$ cat src/hdl/bgi_ram.sv
`default_nettype none
// ----------------------------------------------------------------------------
// bgi_ram
// Generic single-write, single-read RAM with registered read data.
// ----------------------------------------------------------------------------
module bgi_ram #(
  parameter int unsigned Width = 32,
  parameter int unsigned Depth = 128
) (
  input  wire logic                     clk_i,
  input  wire logic                     we_i,
  input  wire logic [$clog2(Depth)-1:0] waddr_i,
  input  wire logic [Width-1:0]         wdata_i,
  input  wire logic                     re_i,
  input  wire logic [$clog2(Depth)-1:0] raddr_i,
  output logic      [Width-1:0]         rdata_o
);
  logic [Width-1:0] mem_q [Depth];

  always_ff @(posedge clk_i) begin
    if (we_i) mem_q[waddr_i] <= wdata_i;
    if (re_i) rdata_o <= mem_q[raddr_i];
  end
endmodule
`default_nettype wire

$ cat config.mk
export PLATFORM = sky130hd
export DESIGN_NAME = bgi_ram
export DESIGN_NICKNAME = d
export VERILOG_FILES = /design/src/hdl/bgi_ram.sv
export SDC_FILE = /design/constraint.sdc
export NUM_CORES = 2
export LEC_CHECK = 0
export BUFFER_PORTS_ARGS = -buffer_cell sky130_fd_sc_hd__buf_2
export CORE_UTILIZATION = 43
export CTS_BUF_LIST = sky130_fd_sc_hd__clkbuf_8
export CTS_CLUSTER_SIZE = 40
export DETAILED_ROUTE_END_ITERATION = 8
export PLACE_DENSITY = 0.55
export SLEW_MARGIN = 20
export SYNTH_ARGS = -nofsm -noshare
export SYNTH_HDL_FRONTEND = slang
export SYNTH_SLANG_ARGS = --single-unit
$ cat constraint.sdc
create_clock -name clk_i -period 6.6 [get_ports clk_i]
set_input_delay 1.32 -clock clk_i [delete_from_list [all_inputs] [get_ports clk_i]]
set_output_delay 1.32 -clock clk_i [all_outputs]
set_load 0.01 [all_outputs]
# --- After elaboration in Yosys (flattened, before gate mapping) ---
# Memory sizes are Yosys's and may differ from the RTL's. A register that Yosys moved wholly into a read port is not among the register bits.
# Cells that the tools add are included.
word_totals:
  regBits: 0
  ram_bits: 4096
  inputBits: 49
  n_memories: 1
mem_list:
  columns: ["name", "words", "word_bits", "read_ports", "rd_clocked_by_memory_dff", "write_ports", "line", "text"]
  rows:
  - ["mem_q", 128, 32, 1, 1, 1, "18", "logic [Width-1:0] mem_q [Depth];"]
op_classes:
  mux: 2
op_table:
  columns: ["cell", "count"]
  rows:
  - ["$mux 1", 2]

# --- Longest topological paths before layout ---
depth:
  ltp_word: 2
  mapped_depth: 8
  mapped_depth_nobuf: 4

# --- Least setup slack after synthesis ---
# No wires, ideal clock.
synth_timing:
  path_kind: "input to register"
  startpoint: "input we_i"
  endpoint: "memory mem_q[98][0] (enable)"
  setup_time_ns: 0.461
  arrival_time_ns: 4.098
  t_required_ns: 6.139
  slack_ns: 2.041
  stages: 3
  n_path_buf: 1
  cell_sequence: "clkbuf_1 > nand4_1 > nor3_1"
synth_between:
  elab_chain_len: 2
synth_rtl:
  columns: ["element", "line", "text"]
  rows:
  - ["from (decl)", "11", "input wire logic we_i,"]
  - ["$mux 1", "21", "if (we_i) mem_q[waddr_i] <= wdata_i;"]
  - ["$mux 1 (implied by the code)", "21", null]
  - ["to (decl)", "18", null]
# Every way passes these cells.

==> reports/qor.yml <==
drt:
  finalWirelength_mm: 447.0
  avgRoutedWirePerCell_um: 37.08
  antenna_left: 0
  vias: 72380
  drt-vias-per-instance: 6.004
  drt-initial-drc-count: 10020
  drc: 0
  first_pass_iters: 6
sta:
  setup_ws_ps: 2579
  relSlewSlack_pct: 19.90
  finClkSkew_ps: 80.37
  post-route-period-util_pct: 60.93
  post-route-min-period_ps: 4021
  maxSlewViolCount: 0
  fmax_mhz: 248.7
  final-hold-violation-count: 0
  worstMarginPinSlew_ps: 1197
  report.final.setup_viol: 0
  timing.hold.ws_ps: 592.8
  fin_tns_setup_ps: 0
  rsz0062_at_grt: "false"
synth:
  synth_top_area_cell: "edfxtp_1"
  ys_warn_count: 0
  syn_area_um2: 156600
  synth_top_area_share_pct: 79.16
  syn_inst: 5990
  synthTopCellsByArea: "edfxtp_1 (79%), mux4_2 (19%), clkbuf_1 (0.44%), nor2_1 (0.29%), buf_2 (0.25%)"
  synth_fp_nets: 6039
  synth.distinct_cells: 16
  avgSynthCellArea_um2: 26.14
  ys_seq_area_share_pct: 79.16
  ys_ff_latch: 4128
critical_path:
  critPathSlowestCell: "mux4_2"
  reg2reg_from: "mem_q[119][14]"
  cp.arrival_ps: 4940
  crit_path_cell_trace: "buf_12, buf_12, buf_12, buf_4, mux4_2, mux4_2, mux4_2, mux2_2"
  reg2reg_to: "rdata_o[14]"
  crit_family: "multiplexers"
  r2r_cells: 4
  worst-path-stages: 8
  start_kind: "input pin"
  cp.required_ps: 7520
  crit_type: "in -> reg"
  r2r_slack_ps: 3780
  critPathMaxFanout: 58
  cp.buffers_inverters: 4
  cpPeakStageDelay_ps: 690
  endpoint_kind: "flip-flop"
clocking:
  post_cts_resized: 0
  clkLatencyLatePin_ps: 1220
  root_buffer: "clkbuf_8"
  clk_transition_reported_paths_ps: 60
  clockBufferDepth: 4
  cts_setup_buffers: 0
  cts_made_buffers: 667
  cts_tree: "built"
  ctsHoldBuffers: 0
  cts_max_level: 6
  clock-sinks: 4128
finish:
  drive_gt1_share_pct: 37.00
  finalNetCount: 6776
  fill_cells: 28700
  area_growth_syn_to_layout_pct: 13.43
  final_core_util_pct: 49.00
place:
  dpl.hpwl_mm: 259.2
  place.port_buffers: 80
  dp_slack_ps: 1369
  gp_congestion: 0.8171
outcome:
  status: "finished, final reports clean"
floorplan:
  die_w_um: 605.5
  die_area_um2: 366600
  core_area_um2: 362500
  start_util_pct: 43.20
  fp-row-count: 221
  die-height_um: 605.5
  boundaryPins: 81
global_routing:
  grt_overflow_total: 0
  antenna_found_initial: 80
  grt_pass1_vias: 73980
  grt_max_degree: 98
  grt.total_usage_pct: 24.48
  grt_pass1_wl_mm: 612.1
power_and_ir_drop:
  sw_frac_of_total_pct: 23.22
  power_frac_comb_pct: 5.6
  seqPwrFrac_pct: 55.8
  ir_worst_vdd_mv: 0.2032
  p_leak_uw: 0.05497
  intPower_uw: 40000
  p_sw_uw: 12100
  power.share.clock_pct: 38.6
  power.density_nw_per_um2: 293.3
hold_path:
  hold_start: "wdata_i[11]"
  hold_path_end: "mem_q[22][11]"
  hold_path_depth: 1
  worstHoldPathType: "in -> reg"
run:
  drv_cap: 0
-- worst max-delay path by stage --
stage	startpoint	end	slack, ps
floorplan	we_i	mem_q[98][0]	2040
global placement	raddr_i[0]	rdata_o[22]	1410
detailed placement	raddr_i[0]	rdata_o[22]	1370
CTS	raddr_i[0]	rdata_o[22]	2660
global route	raddr_i[0]	rdata_o[22]	2620
finish	raddr_i[0]	rdata_o[22]	2580
-- cell usage after synthesis (all sizes together) --
| cell | count |
|---|---|
| buf | 134 |
| clkbuf | 182 |
| edfxtp | 4128 |
| mux2 | 32 |
| mux4 | 1344 |
| nand2 | 14 |
| nand2b | 2 |
| nand3 | 12 |
| nand4 | 3 |
| nor2 | 122 |
| nor2b | 7 |
| nor3 | 9 |
| or3 | 1 |
-- layout by cell type, fill, tap and decap left out, types with 11 or more instances in the layout --
cell type | Yosys | routed
nor2_4 | 0 | 119
inv_6 | 0 | 19
buf_2 | 79 | 41
mux2_2 | 32 | 32
buf_4 | 3 | 284
clkinvlp_4 | 0 | 12
clkinv_2 | 0 | 47
clkbuf_8 | 0 | 677
buf_12 | 0 | 52
nand2_1 | 14 | 11
clkinv_1 | 0 | 171
edfxtp_1 | 4128 | 4128
diode_2 | 0 | 31
inv_1 | 0 | 221
mux4_2 | 1344 | 1344
-- per-stage QoR --
step	power (uW)	cells	area, um2
finish	52100	12060	177600
global route	53650	12050	177600
CTS	52530	12020	177500
detailed placement	32590	10850	165700
global placement	32550	10850	165700
floorplan	30970	5990	156600
-- state kept, by name, summed over array words and instances, names as in the netlist --
| name | flops |
|---|---|
| mem_q | 4096 |
| rdata_o | 32 |
-- layout make-up --
cell class | count | area, um2 | area share, %
clock inverter | 495 | 2467 | 1.389
clock buffer | 677 | 9318 | 5.246
multi-input combinational | 1546 | 32300 | 18.19
antenna | 31 | 77.57 | 0.04367
sequential | 4128 | 124000 | 69.79
timing repair buffer | 384 | 3501 | 1.971
tap | 4794 | 5998 | 3.377
-- worst reg2reg max path, stage by stage (launching register included) --
cell	delay, ps
edfxtp_1	360
mux4_2	500
mux4_2	690
mux4_2	720
mux2_2	340
-- cells by family after synthesis --
family	after synthesis	share of synthesized area, %
muxes	1376	19.56
DFF	4128	79.16
and+or+nand+nor	170	0.4450
buffers and inverters	316	0.8373
-- routing by layer --
| layer | vias up | GRT usage [%] | routed length [um] |
|---|---|---|---|
| li1 | 28060 | - | - |
| met1 | 40110 | 35.04 | 182400 |
| met2 | 3558 | 38.18 | 210700 |
| met3 | 615 | 5.399 | 41870 |
| met4 | 32 | 6.753 | 11900 |
| met5 | - | 0 | 192 |
-- power groups by stage --
stage | clock network [uW] | logic, uW | registers [uW]
final | 20100 | 2940 | 29100
after CTS | 20500 | 2980 | 29100
after detailed placement | 0 | 2970 | 29600
after global placement | 0 | 2930 | 29600
after global routing | 21500 | 3050 | 29100
after floorplan | 0 | 1400 | 29600
Note: power is estimated with default switching activity, not from simulation.
